## src/design/phdt_pkg.sv

```systemverilog
package phdt_pkg;

   // field widths
   localparam int OPCODE_W   = 2;
   localparam int STATUS_W   = 3;
   localparam int ID_W       = 8;
   localparam int PERIOD_W   = 16;
   localparam int ORDER_W    = 8;
   localparam int TICK_W     = 32;
   localparam int REQ_DATA_W = 2 * ID_W + PERIOD_W + ORDER_W;
   localparam int RSP_DATA_W = 2 * ID_W;

   // opcodes
   localparam logic [OPCODE_W-1:0] OP_TICK   = 2'd0;
   localparam logic [OPCODE_W-1:0] OP_ADD    = 2'd1;
   localparam logic [OPCODE_W-1:0] OP_REMOVE = 2'd2;

   // result status codes
   localparam logic [STATUS_W-1:0] ST_ACCEPTED  = 3'd0;
   localparam logic [STATUS_W-1:0] ST_FIRE      = 3'd1;
   localparam logic [STATUS_W-1:0] ST_FULL      = 3'd2;
   localparam logic [STATUS_W-1:0] ST_NOT_FOUND = 3'd3;
   localparam logic [STATUS_W-1:0] ST_NONE_DUE  = 3'd4;

   // remainder unit: dividend bits retired per cycle
   localparam int REM_BITS  = 4;
   localparam int REM_STEPS = TICK_W / REM_BITS;
   localparam int STEP_W    = $clog2(REM_STEPS);

   // one table entry, client in the lowest bits (same layout as req tdata)
   typedef struct packed {
      logic signed [ORDER_W-1:0] order;
      logic [PERIOD_W-1:0]       period;
      logic [ID_W-1:0]           routine;
      logic [ID_W-1:0]           client;
   } entry_type;

   // remainder unit status
   typedef struct packed {
      logic done;
      logic is_zero;
   } rem_status_type;

endpackage

```

## src/design/phdt_rem.sv

```systemverilog
module phdt_rem (
   input  logic                            clock,
   input  logic                            reset,
   input  logic                            start,
   input  logic [phdt_pkg::TICK_W-1:0]     dividend,
   input  logic [phdt_pkg::PERIOD_W-1:0]   divisor,
   output phdt_pkg::rem_status_type        status
);
   import phdt_pkg::*;

   logic                busy_ff;
   logic                done_ff;
   logic [STEP_W-1:0]   step_ff;
   logic [PERIOD_W-1:0] part_ff;
   logic [PERIOD_W-1:0] part_in;
   logic [TICK_W-1:0]   bits_ff;
   logic [TICK_W-1:0]   bits_in;
   logic [PERIOD_W-1:0] div_ff;

   // restoring remainder, a few dividend bits per cycle, msb first
   always_comb begin
      logic [PERIOD_W:0] trial;
      part_in = part_ff;
      bits_in = bits_ff;
      trial   = '0;
      for (int k = 0; k < REM_BITS; k++) begin
         trial   = {part_in, bits_in[TICK_W-1]};
         bits_in = {bits_in[TICK_W-2:0], 1'b0};
         if (trial >= {1'b0, div_ff}) begin
            trial = trial - {1'b0, div_ff};
         end
         part_in = trial[PERIOD_W-1:0];
      end
   end

   // control
   always_ff @(posedge clock) begin
      if (reset) begin
         busy_ff <= 1'b0;
         done_ff <= 1'b0;
      end else begin
         done_ff <= 1'b0;
         if (start) begin
            busy_ff <= 1'b1;
         end else if (busy_ff && step_ff == STEP_W'(REM_STEPS - 1)) begin
            busy_ff <= 1'b0;
            done_ff <= 1'b1;
         end
      end
   end

   // datapath
   always_ff @(posedge clock) begin
      if (start) begin
         step_ff <= '0;
         part_ff <= '0;
         bits_ff <= dividend;
         div_ff  <= divisor;
      end else if (busy_ff) begin
         step_ff <= step_ff + 1'b1;
         part_ff <= part_in;
         bits_ff <= bits_in;
      end
   end

   assign status.done    = done_ff;
   assign status.is_zero = (part_ff == '0);

endmodule

```

## src/design/periodic_handler_dispatch_table.sv

```systemverilog
// Periodic handler dispatch table. Entries live in a one-port-read, one-port-write
// synchronous memory kept sorted by priority order; one item is worked on at a time
// and req_tready is high only between items. An add walks down from the top of the
// table moving larger orders up one slot; a remove scans from the bottom and then
// closes the gap. A tick with dispatch enabled reads each entry in turn and, for an
// entry with a nonzero period, runs the remainder unit (32-bit tick count by 16-bit
// period, four bits per cycle); a disabled tick goes straight to its result. Each
// result leaves through an output register and waits there while rsp_tready is low;
// fire results come out in table order, with rsp_tlast on the last one. The memory
// needs no clearing after reset, since only entries below the entry count are read.
module periodic_handler_dispatch_table #(
   parameter int TABLE_DEPTH = 8
) (
   input  logic                                clock,
   input  logic                                reset,
   input  logic                                req_tvalid,
   output logic                                req_tready,
   // client_id, routine_id, period, priority_order
   input  logic [phdt_pkg::REQ_DATA_W-1:0]     req_tdata,
   // opcode
   input  logic [phdt_pkg::OPCODE_W-1:0]       req_tuser,
   output logic                                rsp_tvalid,
   input  logic                                rsp_tready,
   // fired_client, fired_routine
   output logic [phdt_pkg::RSP_DATA_W-1:0]     rsp_tdata,
   // status
   output logic [phdt_pkg::STATUS_W-1:0]       rsp_tuser,
   output logic                                rsp_tlast,
   input  logic                                csr_valid,
   output logic                                csr_ready,
   input  logic                                csr_wdata
);
   import phdt_pkg::*;

   localparam int IDX_W = (TABLE_DEPTH > 1) ? $clog2(TABLE_DEPTH) : 1;
   localparam int CNT_W = $clog2(TABLE_DEPTH + 1);

   // sequencer states
   localparam logic [3:0] S_IDLE      = 4'd0;
   localparam logic [3:0] S_FINISH    = 4'd1;
   localparam logic [3:0] S_TICK_RD   = 4'd2;
   localparam logic [3:0] S_TICK_CHK  = 4'd3;
   localparam logic [3:0] S_TICK_WAIT = 4'd4;
   localparam logic [3:0] S_TICK_EMIT = 4'd5;
   localparam logic [3:0] S_ADD_STEP  = 4'd6;
   localparam logic [3:0] S_ADD_CHK   = 4'd7;
   localparam logic [3:0] S_RM_RD     = 4'd8;
   localparam logic [3:0] S_RM_CHK    = 4'd9;
   localparam logic [3:0] S_SHIFT_RD  = 4'd10;
   localparam logic [3:0] S_SHIFT_WR  = 4'd11;

   logic [3:0]          state_ff, state_in;
   logic [CNT_W-1:0]    idx_ff, idx_in;
   logic [CNT_W-1:0]    count_ff, count_in;
   logic [TICK_W-1:0]   tick_ff, tick_in;
   logic                en_ff;
   entry_type           new_ff, new_in;
   logic [STATUS_W-1:0] fin_ff, fin_in;
   logic                bump_ff, bump_in;
   logic                pend_valid_ff, pend_valid_in;
   logic [ID_W-1:0]     pend_client_ff, pend_client_in;
   logic [ID_W-1:0]     pend_routine_ff, pend_routine_in;

   logic                rsp_valid_ff;
   logic [STATUS_W-1:0] rsp_status_ff;
   logic [ID_W-1:0]     rsp_client_ff;
   logic [ID_W-1:0]     rsp_routine_ff;
   logic                rsp_last_ff;

   entry_type           mem [TABLE_DEPTH];
   entry_type           rd_ff;
   logic                mem_we;
   logic [IDX_W-1:0]    mem_waddr;
   entry_type           mem_wdata;
   logic [IDX_W-1:0]    mem_raddr;

   logic                rem_start;
   rem_status_type      rem_status;

   logic                emit;
   logic [STATUS_W-1:0] emit_status;
   logic [ID_W-1:0]     emit_client;
   logic [ID_W-1:0]     emit_routine;
   logic                emit_last;

   logic                out_free;
   logic [CNT_W-1:0]    idx_next;
   logic [CNT_W-1:0]    idx_prev;
   logic                scan_end;
   logic                id_match;

   assign out_free   = !rsp_valid_ff || rsp_tready;
   assign idx_next   = idx_ff + 1'b1;
   assign idx_prev   = idx_ff - 1'b1;
   assign scan_end   = (idx_next == count_ff);
   assign id_match   = (rd_ff.client == new_ff.client) && (rd_ff.routine == new_ff.routine);
   assign req_tready = (state_ff == S_IDLE);
   assign csr_ready  = 1'b1;

   // modulo of the tick count by one entry's period
   phdt_rem u_rem (
      .clock    (clock),
      .reset    (reset),
      .start    (rem_start),
      .dividend (tick_ff),
      .divisor  (rd_ff.period),
      .status   (rem_status)
   );

   // sequencer
   always_comb begin
      state_in        = state_ff;
      idx_in          = idx_ff;
      count_in        = count_ff;
      tick_in         = tick_ff;
      new_in          = new_ff;
      fin_in          = fin_ff;
      bump_in         = bump_ff;
      pend_valid_in   = pend_valid_ff;
      pend_client_in  = pend_client_ff;
      pend_routine_in = pend_routine_ff;
      mem_we          = 1'b0;
      mem_waddr       = idx_ff[IDX_W-1:0];
      mem_wdata       = new_ff;
      mem_raddr       = idx_ff[IDX_W-1:0];
      rem_start       = 1'b0;
      emit            = 1'b0;
      emit_status     = ST_ACCEPTED;
      emit_client     = '0;
      emit_routine    = '0;
      emit_last       = 1'b1;

      unique case (state_ff)
         S_IDLE: begin
            if (req_tvalid && req_tready) begin
               new_in        = entry_type'(req_tdata);
               pend_valid_in = 1'b0;
               bump_in       = 1'b0;
               fin_in        = ST_NONE_DUE;
               idx_in        = '0;
               unique case (req_tuser)
                  OP_TICK: begin
                     if (!en_ff) begin
                        state_in = S_FINISH;
                     end else begin
                        bump_in  = 1'b1;
                        state_in = (count_ff == '0) ? S_FINISH : S_TICK_RD;
                     end
                  end
                  OP_ADD: begin
                     if (count_ff == CNT_W'(TABLE_DEPTH)) begin
                        fin_in   = ST_FULL;
                        state_in = S_FINISH;
                     end else begin
                        fin_in   = ST_ACCEPTED;
                        idx_in   = count_ff;
                        state_in = S_ADD_STEP;
                     end
                  end
                  OP_REMOVE: begin
                     fin_in   = ST_NOT_FOUND;
                     state_in = (count_ff == '0) ? S_FINISH : S_RM_RD;
                  end
                  default: begin
                     state_in = S_FINISH;
                  end
               endcase
            end
         end

         // tick: read entry, test period, run remainder
         S_TICK_RD: begin
            state_in = S_TICK_CHK;
         end
         S_TICK_CHK: begin
            if (rd_ff.period != '0) begin
               rem_start = 1'b1;
               state_in  = S_TICK_WAIT;
            end else if (scan_end) begin
               state_in = S_FINISH;
            end else begin
               idx_in   = idx_next;
               state_in = S_TICK_RD;
            end
         end
         S_TICK_WAIT: begin
            if (rem_status.done) begin
               if (rem_status.is_zero && pend_valid_ff) begin
                  state_in = S_TICK_EMIT;
               end else begin
                  if (rem_status.is_zero) begin
                     pend_valid_in   = 1'b1;
                     pend_client_in  = rd_ff.client;
                     pend_routine_in = rd_ff.routine;
                  end
                  if (scan_end) begin
                     state_in = S_FINISH;
                  end else begin
                     idx_in   = idx_next;
                     state_in = S_TICK_RD;
                  end
               end
            end
         end
         // a new firing entry is due: the held one is not the last
         S_TICK_EMIT: begin
            if (out_free) begin
               emit            = 1'b1;
               emit_status     = ST_FIRE;
               emit_client     = pend_client_ff;
               emit_routine    = pend_routine_ff;
               emit_last       = 1'b0;
               pend_client_in  = rd_ff.client;
               pend_routine_in = rd_ff.routine;
               if (scan_end) begin
                  state_in = S_FINISH;
               end else begin
                  idx_in   = idx_next;
                  state_in = S_TICK_RD;
               end
            end
         end

         // add: move larger orders up one slot, from the top down
         S_ADD_STEP: begin
            if (idx_ff == '0) begin
               mem_we   = 1'b1;
               count_in = count_ff + 1'b1;
               state_in = S_FINISH;
            end else begin
               mem_raddr = idx_prev[IDX_W-1:0];
               state_in  = S_ADD_CHK;
            end
         end
         S_ADD_CHK: begin
            mem_we = 1'b1;
            if (new_ff.order < rd_ff.order) begin
               mem_wdata = rd_ff;
               idx_in    = idx_prev;
               state_in  = S_ADD_STEP;
            end else begin
               count_in = count_ff + 1'b1;
               state_in = S_FINISH;
            end
         end

         // remove: find first match, then close the gap
         S_RM_RD: begin
            state_in = S_RM_CHK;
         end
         S_RM_CHK: begin
            if (id_match) begin
               fin_in   = ST_ACCEPTED;
               state_in = S_SHIFT_RD;
            end else if (scan_end) begin
               state_in = S_FINISH;
            end else begin
               idx_in   = idx_next;
               state_in = S_RM_RD;
            end
         end
         S_SHIFT_RD: begin
            if (scan_end) begin
               count_in = count_ff - 1'b1;
               state_in = S_FINISH;
            end else begin
               mem_raddr = idx_next[IDX_W-1:0];
               state_in  = S_SHIFT_WR;
            end
         end
         S_SHIFT_WR: begin
            mem_we    = 1'b1;
            mem_wdata = rd_ff;
            idx_in    = idx_next;
            state_in  = S_SHIFT_RD;
         end

         // final result of the item
         S_FINISH: begin
            if (out_free) begin
               emit = 1'b1;
               if (pend_valid_ff) begin
                  emit_status  = ST_FIRE;
                  emit_client  = pend_client_ff;
                  emit_routine = pend_routine_ff;
               end else begin
                  emit_status = fin_ff;
               end
               if (bump_ff) begin
                  tick_in = tick_ff + 1'b1;
               end
               state_in = S_IDLE;
            end
         end

         default: begin
            state_in = S_IDLE;
         end
      endcase
   end

   // control registers
   always_ff @(posedge clock) begin
      if (reset) begin
         state_ff      <= S_IDLE;
         count_ff      <= '0;
         tick_ff       <= '0;
         en_ff         <= 1'b0;
         pend_valid_ff <= 1'b0;
      end else begin
         state_ff      <= state_in;
         count_ff      <= count_in;
         tick_ff       <= tick_in;
         pend_valid_ff <= pend_valid_in;
         if (csr_valid && csr_ready) begin
            en_ff <= csr_wdata;
         end
      end
   end

   // working registers
   always_ff @(posedge clock) begin
      idx_ff          <= idx_in;
      new_ff          <= new_in;
      fin_ff          <= fin_in;
      bump_ff         <= bump_in;
      pend_client_ff  <= pend_client_in;
      pend_routine_ff <= pend_routine_in;
   end

   // entry memory, registered read
   always_ff @(posedge clock) begin
      if (mem_we) begin
         mem[mem_waddr] <= mem_wdata;
      end
      rd_ff <= mem[mem_raddr];
   end

   // output register
   always_ff @(posedge clock) begin
      if (reset) begin
         rsp_valid_ff <= 1'b0;
      end else if (emit) begin
         rsp_valid_ff <= 1'b1;
      end else if (rsp_tready) begin
         rsp_valid_ff <= 1'b0;
      end
   end

   always_ff @(posedge clock) begin
      if (emit) begin
         rsp_status_ff  <= emit_status;
         rsp_client_ff  <= emit_client;
         rsp_routine_ff <= emit_routine;
         rsp_last_ff    <= emit_last;
      end
   end

   assign rsp_tvalid = rsp_valid_ff;
   assign rsp_tdata  = {rsp_routine_ff, rsp_client_ff};
   assign rsp_tuser  = rsp_status_ff;
   assign rsp_tlast  = rsp_last_ff;

endmodule

```

## config.mk

```make
export PLATFORM = sky130hd
export DESIGN_NAME = periodic_handler_dispatch_table
export DESIGN_NICKNAME = d
export VERILOG_FILES = /design/src/design/phdt_pkg.sv /design/src/design/phdt_rem.sv /design/src/design/periodic_handler_dispatch_table.sv
export SDC_FILE = /design/constraint.sdc
export NUM_CORES = 1
export LEC_CHECK = 0
export BUFFER_PORTS_ARGS = -buffer_cell sky130_fd_sc_hd__buf_2
export CAP_MARGIN = 25
export CORE_UTILIZATION = 35
export DETAILED_ROUTE_END_ITERATION = 10
export PLACE_DENSITY = 0.63
export SLEW_MARGIN = 20
export SYNTH_ARGS = -nofsm -noshare
export SYNTH_HDL_FRONTEND = slang
export SYNTH_SLANG_ARGS = --single-unit
```

## constraint.sdc

```tcl
create_clock -name clock -period 8.64 [get_ports clock]
set_input_delay 1.728 -clock clock [delete_from_list [all_inputs] [get_ports clock]]
set_output_delay 1.728 -clock clock [all_outputs]
set_load 0.005 [all_outputs]
```

; ---- Word-level counts from Yosys, hierarchy flattened
; Memory sizes are Yosys's and may differ from the RTL's. A register that Yosys moved wholly into a read port is not among the register bits.
; Index checks and enable logic that the tools add are counted.
[word_totals]
regBits = 196
ramBits = 320
input_bits = 48
mem_count = 1
[op_classes]
n_addsub = 10
n_lt_le_gt_ge = 5
n_eq_ne = 31
n_mux = 91
n_reduce_logical = 31
[mem_list]
columns = memory, words, width, read_ports, rd_clocked_by_memory_dff, write_ports, line_no
row1 = mem, 8, 40, 1, 1, 1, periodic_handler_dispatch_table.sv:70  ; entry_type mem [TABLE_DEPTH];
[ops]
columns = operator, count
row1 = 8-bit two-way mux, 14
row2 = 4-bit two-way mux, 21
row3 = 40-bit one-hot mux with 2 select lines, 1
row4 = 17-bit by 16-bit greater-or-equal comparator with 1-bit output, 4
row5 = 16-bit two-way mux, 4
row6 = 32-bit two-way mux, 2
row7 = 8-bit one-hot mux with 2 select lines, 4
row8 = 16-bit subtractor, 4
row9 = 4-bit one-hot mux with 12 select lines, 1
row10 = 40-bit two-way mux, 1
row11 = 3-bit two-way mux, 11
row12 = "32-bit by 1-bit adder with 32-bit output, second input constant", 1
row13 = 4-bit one-hot mux with 7 select lines, 1
row14 = 3-bit one-hot mux with 2 select lines, 4
row15 = 4-bit one-hot mux with 3 select lines, 2
row16 = "2-bit != test, second input constant", 11
row17 = "4-bit equality test, second input constant", 5
row18 = 1-bit two-way mux, 19
row19 = "4-bit by 3-bit equality test with 1-bit output, second input constant", 4
row20 = 8-bit equality test, 2
row21 = 16-bit zero test, 1
row22 = 16-bit nonzero test, 1
row23 = 4-bit zero test, 3
row24 = 2-bit nonzero test, 6
row25 = other kinds (25), 41

; ---- Logic depth before layout (Yosys ltp)
; Gate-level depths: netlist (run 1).
[depth]
word_depth = 8
ltp_mapped = 49
ltp_nobuf = 45

; ---- Hierarchy
; A second synthesis (run 1) with hierarchy kept.
[unflattened]
hier_cells = 2636
hier_area_um2 = 30468.0
[by_module_without_submodules]
columns = mod, n_inst, cells_each, area_each_um2, seq_area_each_um2
row1 = periodic_handler_dispatch_table, 1, 1905, 23917.9, 13793.2
row2 = phdt_rem, 1, 731, 6550.0, 1861.8

; ---- Worst setup path after synthesis (run 1)
; Ideal clock, no wire load.
[synth_timing]
path_kind = register to register
startpoint = reg u_rem.div_ff[10]
endpoint = reg u_rem.part_ff[10]
setup_ps = 87
arrival_time_ps = 9464
slack_ps = -911
stages_incl_launch_ff = 46
path_buffers = 6
cell_sequence = edfxtp_1 > inv_1 > ha_1 > a21oi_1 > o21ai_1 > a311o_1 > nor2_1 > a21o_1 > buf_6 > clkbuf_1 > mux2_2 > ha_1 > a21oi_1 > o21ai_1 > or3_1 > o221ai_1 > a21oi_1 > and2_1 > [... 10 more ...] > o21ai_0 > and2_1 > nand2_1 > buf_1 > mux2i_1 > inv_1 > ha_1 > o21ai_0 > a21oi_1 > o41ai_1 > a21oi_1 > o221ai_1 > a21oi_1 > or4_1 > buf_4 > and2_4 > buf_6 > o31ai_1
[synth_between]
elab_chain_len = 8
word_cells_on_any_way = 12
cone_classes = 4 x add/sub / 4 x order compare / 4 x mux
[synth_lines]
columns = element, line_no
row1 = start: declaration, phdt_rem.sv:18  ; logic [PERIOD_W-1:0] div_ff;
row2 = start signal: assignment, phdt_rem.sv:58  ; div_ff <= divisor;
row3 = 16-bit subtractor or 17-bit by 16-bit greater-or-equal comparator with 1-bit output (tied branches), "phdt_rem.sv:30, phdt_rem.sv:29"
row4 = 16-bit two-way mux, phdt_rem.sv:29  ; if (trial >= {1'b0, div_ff}) begin
row5 = 16-bit subtractor or 17-bit by 16-bit greater-or-equal comparator with 1-bit output (tied branches), "phdt_rem.sv:30, phdt_rem.sv:29"
row6 = 16-bit two-way mux, phdt_rem.sv:29
row7 = 17-bit by 16-bit greater-or-equal comparator with 1-bit output or 16-bit subtractor (tied branches), "phdt_rem.sv:29, phdt_rem.sv:30"
row8 = 16-bit two-way mux, phdt_rem.sv:29
row9 = 16-bit subtractor or 17-bit by 16-bit greater-or-equal comparator with 1-bit output (tied branches), "phdt_rem.sv:30, phdt_rem.sv:29"
row10 = 16-bit two-way mux (*), phdt_rem.sv:29
row11 = end signal: assignment, phdt_rem.sv:61  ; part_ff <= part_in;
row12 = end: declaration, phdt_rem.sv:14  ; logic [PERIOD_W-1:0] part_ff;
; Mark *: on every way between the ends. The rest lies on a longest branch, timed or not.
; A chain may end at the register's enable or synchronous reset.

; ---- Final worst setup path (run 1)
[layout_timing]
startpoint = reg u_rem.bits_ff[31]
endpoint = reg u_rem.part_ff[4]
[layout_between]
elab_chain_len = 8
word_cells_on_any_way = 12
cone_classes = 4 x add/sub / 4 x order compare / 4 x mux
[layout_lines]
columns = element, line_no
row1 = start: declaration, phdt_rem.sv:16  ; logic [TICK_W-1:0] bits_ff;
row2 = start signal: assignment, phdt_rem.sv:57  ; bits_ff <= dividend;
row3 = start signal: assignment, phdt_rem.sv:62  ; bits_ff <= bits_in;
row4 = 16-bit subtractor or 17-bit by 16-bit greater-or-equal comparator with 1-bit output (tied branches), "phdt_rem.sv:30, phdt_rem.sv:29"
row5 = 16-bit two-way mux (*), phdt_rem.sv:29
row6 = 16-bit subtractor or 17-bit by 16-bit greater-or-equal comparator with 1-bit output (tied branches), "phdt_rem.sv:30, phdt_rem.sv:29"
row7 = 16-bit two-way mux (*), phdt_rem.sv:29
row8 = 16-bit subtractor or 17-bit by 16-bit greater-or-equal comparator with 1-bit output (tied branches), "phdt_rem.sv:30, phdt_rem.sv:29"
row9 = 16-bit two-way mux (*), phdt_rem.sv:29
row10 = 16-bit subtractor or 17-bit by 16-bit greater-or-equal comparator with 1-bit output (tied branches), "phdt_rem.sv:30, phdt_rem.sv:29"
row11 = 16-bit two-way mux (*), phdt_rem.sv:29
; Marks and branches as above.

==> results.yml, run 1 <==
drt:
  drtIter0Drc: 1030
  via_per_inst: 5.12
  firstDrtPassIters: 5
  routed_wirelength_um: 60100
  vias: 16140
  routedWlPerCell_um: 19.1
  antenna_left: 0
  drc: 0
worst_setup_path:
  arrival_ns: 9.28
  slowest_delay_ns: 0.53
  critPathMaxFanout: 7
  rr_worst_depth: 44
  endpoint_kind: "flop"
  required_ns: 9.15
  reg2reg_from: "u_rem.bits_ff[31]"
  critPathLaunchType: "flop"
  reg2reg_setup_slack_ns: -0.13
  r2r-end: "u_rem.part_ff[4]"
  crit_top_cell: "a21oi_2"
  critPathKind: "reg2reg"
  slowest_stage: "or4_4"
yosys:
  yosys_register_bits: 556
  syn_area_um2: 25400
  synth-async-reset-ratio_pct: 0
  ys_seq_area_share_pct: 61.5
  yosys_most_used_dff: "edfxtp_1"
  synth.distinct_cells: 71
  synth_area_per_cell_um2: 13.7
  synth_cells: 1858
  syn_nets: 1993
  synth_edf_count: 452
  yosys_warnings: 0
global_route:
  grt_max_degree: 65
  antenna_found_initial: 2
  grt-ovfl-total: 0
  grt_pass1_wl_um: 94500
  met3_usage_pct: 1.88
  grt_use_met2_pct: 27.8
  grt_pass1_vias: 16756
  grt_busiest_layer: "met2"
  met1_usage_pct: 21.8
  grtUsageTotal_pct: 16.3
cells_and_area:
  postLayoutCoreUtil_pct: 43.6
  area_growth_pct: 22.9
  nets: 2291
  layout_common_cells: "edfxtp_1, buf_4, nand2_1, nor2_1, dfxtp_1"
  final_common_cell: "edfxtp_1"
  drive_gt1_share_pct: 30.8
  num_antenna_cells: 0
  design_area_um2: 31300
  n_fill_cell: 6396
clocking:
  cts_root_buf: "clkbuf_16"
  cts_buffers: 55
  insertion_delay_ns: 0.62
  clockBufferDepth: 3
  ctsHoldBuffers: 0
  clkTransAtPathRegs_ns: 0.07
  htreeDepth: 2
  cts_tree: "yes"
  numClockSinks: 556
sta:
  finalCriticalPeriod_ns: 8.77
  final-setup-viol-count: 16
  rsz0062_at_grt: "yes"
  relSlewSlack_pct: 25.0
  fin_ws_ns: -0.133
  fmax_ghz: 0.114
  hold_viol_final: 0
  worst_pin_slew_ns: 1.12
  setup_tns_ns: -1.61
  final.period_utilization_pct: 102
  maxSlewViolCount: 0
  final.setup_skew_ns: 0.0151
worst_hold_path:
  hold_class: "reg2reg"
  min-delay-start: "rd_ff[26]"
  min_path_cells: 0
  holdPathEnd: "u_rem.div_ff[10]"
floorplanning:
  die-area_um2: 73800
  die_width_um: 272
  num_rows: 98
  fp.dieH_um: 272
  initial_core_util_pct: 35.5
  ioPinCount: 71
  coreArea_um2: 71700
place:
  placed_cell_area_um2: 28600
  dp_hpwl_um: 39100
  numPortBuffers: 69
  gp_congestion: 0.940
run_status:
  violations: "setup timing"
  outcome: "complete, but fails checks"
run:
  drv_cap: 0
## what timing repair did
item | 4_1_cts | 5_1_grt
gates resized for setup | 62 | 58
setup endpoints to repair | 16 | 16
pin swaps | 26 | 8
buffers inserted | 12 | 5
gates cloned | 3 | 1
## per-stage QoR
step                hold slack (ns)  std cells  setup WS (ns)
global placement              0.437       3027         -0.573
CTS                           0.466       3144         -0.297
global route                  0.486       3150         -0.485
detailed placement            0.451       3029         -0.697
finish                        0.463       3150         -0.133
floorplan                     0.427       1858        0.00985
## worst max path at each step
stage,start,to,slack (ns),depth (start not counted)
floorplan,u_rem.bits_ff[31],u_rem.part_ff[10],0.01,45
global placement,u_rem.bits_ff[31],u_rem.part_ff[4],-0.57,46
detailed placement,u_rem.div_ff[1],u_rem.part_ff[2],-0.70,44
CTS,u_rem.bits_ff[31],u_rem.part_ff[2],-0.30,44
global route,u_rem.bits_ff[31],u_rem.part_ff[2],-0.48,45
finish,u_rem.bits_ff[31],u_rem.part_ff[4],-0.13,44
## synth_stat cells, drive strengths merged (4+ instances only)
cell type | number | area share (%)
a21boi | 7 | 0.21
buf | 7 | 0.19
clkbuf | 66 | 0.97
or3 | 6 | 0.15
xnor2 | 59 | 2.0
o21ai | 67 | 1.3
a211oi | 8 | 0.28
and3 | 18 | 0.44
dfxtp | 104 | 8.2
nor2b | 17 | 0.42
and4 | 5 | 0.17
fa | 5 | 0.39
nand4 | 22 | 0.54
a21oi | 67 | 1.3
nand3b | 7 | 0.21
ha | 82 | 4.0
mux4 | 80 | 7.1
nor2 | 125 | 1.8
a211o | 4 | 0.14
xor2 | 44 | 1.5
nand2 | 163 | 2.4
o31a | 4 | 0.14
o31ai | 19 | 0.56
a21o | 20 | 0.59
a31oi | 23 | 0.57
or2 | 5 | 0.12
o21a | 11 | 0.32
a221oi | 4 | 0.14
nand2b | 17 | 0.42
mux2 | 88 | 3.9
nor3 | 23 | 0.45
inv | 77 | 1.1
nor3b | 13 | 0.38
edfxtp | 452 | 53
nand3 | 23 | 0.45
and2 | 33 | 0.82
o221ai | 4 | 0.14
nor4 | 11 | 0.27
o21bai | 8 | 0.24
mux2i | 21 | 0.83
## per-layer routing
| metal | wire, um | vias up |
|---|---|---|
| met3 | 2350 | 93 |
| met4 | 1340 | 2 |
| met5 | 13 | - |
| met1 | 26900 | 8092 |
| met2 | 29500 | 353 |
| li1 | - | 7600 |
## worst max-delay path: cells and delay by family (launching register included)
kind | cells | cell delay, ns
muxes | 2 | 0.56
xor gates and xnor gates | 1 | 0.19
DFF | 1 | 0.40
buffers and inverters | 5 | 0.46
AOI/OAI and AO/OA | 21 | 3.94
and+or+nand+nor | 10 | 1.96
adders and majority gates | 5 | 1.13
## logic make-up (layout without fill, tap and decap cells)
logic type,after synthesis,in the layout,share of synthesized area [%]
AO/OA/AOI/OAI,279,279,7.12
XOR/XNOR,103,103,3.55
adder cells (fa/ha/maj),87,87,4.43
buffers and inverters,150,491,2.30
flip-flops,556,556,61.5
multiplexers,189,189,11.8
other,1,1,0.0147
AND/OR/NAND/NOR,493,494,9.27
## area by class of cell
class	instances	area [um^2]	share of cell area, %
flip-flops and latches	556	15700	50.1
multi-input cells	1153	9970	31.9
repair buffers	313	2310	7.39
clock buffers	73	1550	4.95
well taps	950	1190	3.80
clock inverters	28	308	0.984
inverters	77	289	0.924
## sequential cells by signal (all words and copies together) (netlist names), 8 cells and up
name	cells
mem	320
rsp_routine_ff	8
u_rem.bits_ff	32
new_ff	40
pend_routine_ff	8
pend_client_ff	8
u_rem.part_ff	16
u_rem.div_ff	16
tick_ff	32
rd_ff	40
rsp_client_ff	8
Power of run 1 is left out: the tool's default activity adds up to more than one toggle a clock period on the data nets, which glitch-free logic cannot reach.
==> run 2: changes to the inputs <==
--- a/config.mk
+++ b/config.mk
@@ -7,9 +7,9 @@
 export LEC_CHECK = 0
 export BUFFER_PORTS_ARGS = -buffer_cell sky130_fd_sc_hd__buf_2
 export CAP_MARGIN = 25
-export CORE_UTILIZATION = 35
+export CORE_UTILIZATION = 55
 export DETAILED_ROUTE_END_ITERATION = 10
-export PLACE_DENSITY = 0.63
+export PLACE_DENSITY = 0.85
 export SLEW_MARGIN = 20
 export SYNTH_ARGS = -nofsm -noshare
 export SYNTH_HDL_FRONTEND = slang
==> run 2 against run 1 <==
The run still ends with setup timing left. Flip-flop and latch count unchanged. Global-route usage increased by 10 points. Register-to-register slack got worse by 0.21 ns. Clock skew increased by 0.0076 ns. Die area decreased by 36%. Sequential share of layout area increased by 1.3 points. Wire length increased by 3.2%. Worst setup slack got worse by 0.21 ns. Critical endpoint is now u_rem.part_ff[14].
==> results.yml, run 2 (synthesis gave the netlist of run 1 again) <==
run_status:
  outcome: "complete, but fails checks"
  violations: "setup timing"
cells_and_area:
  top_regs: "mem: 320 flops, new_ff: 40 flops, rd_ff: 40 flops"
  layout_common_cells: "edfxtp_1, buf_4, nand2_1, nor2_1, dfxtp_1"
  drive_gt1_share_pct: 30.0
  area_growth_pct: 19.8
  n_fill_cell: 2999
  top_register: "mem"
  nets: 2283
  design_area_um2: 30500
  final_common_cell: "edfxtp_1"
  largest_reg_flops: 320
  num_antenna_cells: 0
place:
  dpl_worst_slack_ns: -0.649
  dp_hpwl_um: 38500
  gp_congestion: 0.973
  numPortBuffers: 69
  placed_cell_area_um2: 28100
clocking:
  numClockSinks: 556
  cts_tree: "yes"
  htreeDepth: 2
  clkTransAtPathRegs_ns: 0.06
  clockBufferDepth: 3
  cts_buffers: 52
  insertion_delay_ns: 0.60
  cts_root_buf: "clkbuf_16"
drt:
  firstDrtPassIters: 5
  vias: 16827
  routedWlPerCell_um: 22.2
  antenna_left: 0
  drtIter0Drc: 1661
  drc: 0
  routed_wirelength_um: 62000
  via_per_inst: 6.03
floorplanning:
  fp.dieH_um: 217
  initial_core_util_pct: 56.0
  coreArea_um2: 45500
  die-area_um2: 47100
  num_rows: 78
  die_width_um: 217
  ioPinCount: 71
sta:
  final-setup-viol-count: 16
  relSlewSlack_pct: 27.9
  worst_pin_slew_ns: 1.08
  hold_viol_final: 0
  fmax_ghz: 0.111
  maxSlewViolCount: 0
  final.period_utilization_pct: 104
  finalCriticalPeriod_ns: 8.98
  fin_ws_ns: -0.339
  rsz0062_at_grt: "yes"
  final.setup_skew_ns: 0.0226
worst_setup_path:
  slowest_delay_ns: 0.53
  slowest_stage: "or4_4"
  endpoint_kind: "flop"
  arrival_ns: 9.41
  critPathMaxFanout: 7
  required_ns: 9.07
  critPathKind: "reg2reg"
  crit_top_cell: "a21oi_2"
  critPathLaunchType: "flop"
global_route:
  grt-ovfl-total: 0
  grtUsageTotal_pct: 26.5
  grt_pass1_vias: 17196
  antenna_found_initial: 1
  grt_pass1_wl_um: 96200
  grt_max_degree: 64
worst_hold_path:
  hold_class: "reg2reg"
run:
  drv_cap: 0
==> run 2: changes by cell type in the layout (fill, tap and decap cells not counted), sizes merged <==
| cell | change |
|---|---|
| clkinv | -8 |
| clkbuf | +2 |
| clkinvlp | +3 |
| buf | -6 |
| bufinv | -1 |
==> run 2: layer usage <==
metal	vias up	part of all wire, %	global-route usage [%]
li1	7562	-	-
met1	8341	38	33.6
met2	766	51	45.7
met3	156	7.7	4.40
met4	2	3.3	10.2
met5	-	0.021	0
==> run 2: path summary, 6_finish.rpt <==
check	startpoint	end	slack [ns]	cells past startpoint
setup reg to reg	u_rem.bits_ff[31]	u_rem.part_ff[14]	-0.34	45
hold / removal	rd_ff[24]	u_rem.div_ff[8]	0.46	0
setup / recovery	u_rem.bits_ff[31]	u_rem.part_ff[14]	-0.34	45
hold reg to reg	rd_ff[24]	u_rem.div_ff[8]	0.46	0
==> run 2: what timing repair did <==
item	CTS	global route
pin swaps	21	9
endpoints found under the setup margin	16	16
hold buffers	0	0
cloned	4	1
gates resized for setup	62	34
setup buffers	12	6
==> run 2: final cells by class <==
type | count | area [um^2] | area share [%]
repair buffers | 308 | 2270 | 7.44
clock inverters | 22 | 255 | 0.837
well taps | 600 | 751 | 2.46
inverters | 77 | 292 | 0.956
multi-input cells | 1153 | 9840 | 32.3
clock buffers | 74 | 1420 | 4.67
flip-flops and latches | 556 | 15700 | 51.4
==> run 2: metrics by stage <==
step	TNS (ns)	instances	hold WS (ns)	util (%)
final	-4.90	2790	0.463	67.0
after global routing	-9.66	2790	0.487	67.0
after CTS	-1.89	2782	0.463	66.5
after global placement	-5.81	2668	0.443	61.7
after detailed placement	-9.92	2670	0.448	61.8
after floorplan	0	1858	0.427	-
==> run 2: worst max-delay path, delay by kind of cell (launching register included) <==
| family | cells | cell delay [ns] |
|---|---|---|
| AO/OA/AOI/OAI | 22 | 4.15 |
| AND/OR/NAND/NOR | 9 | 1.69 |
| adder cells (fa/ha/maj) | 5 | 1.16 |
| buffers and inverters | 6 | 0.62 |
| multiplexers | 2 | 0.57 |
| flip-flops | 1 | 0.38 |
| XOR/XNOR | 1 | 0.23 |
Power of run 2 is left out for the same reason.
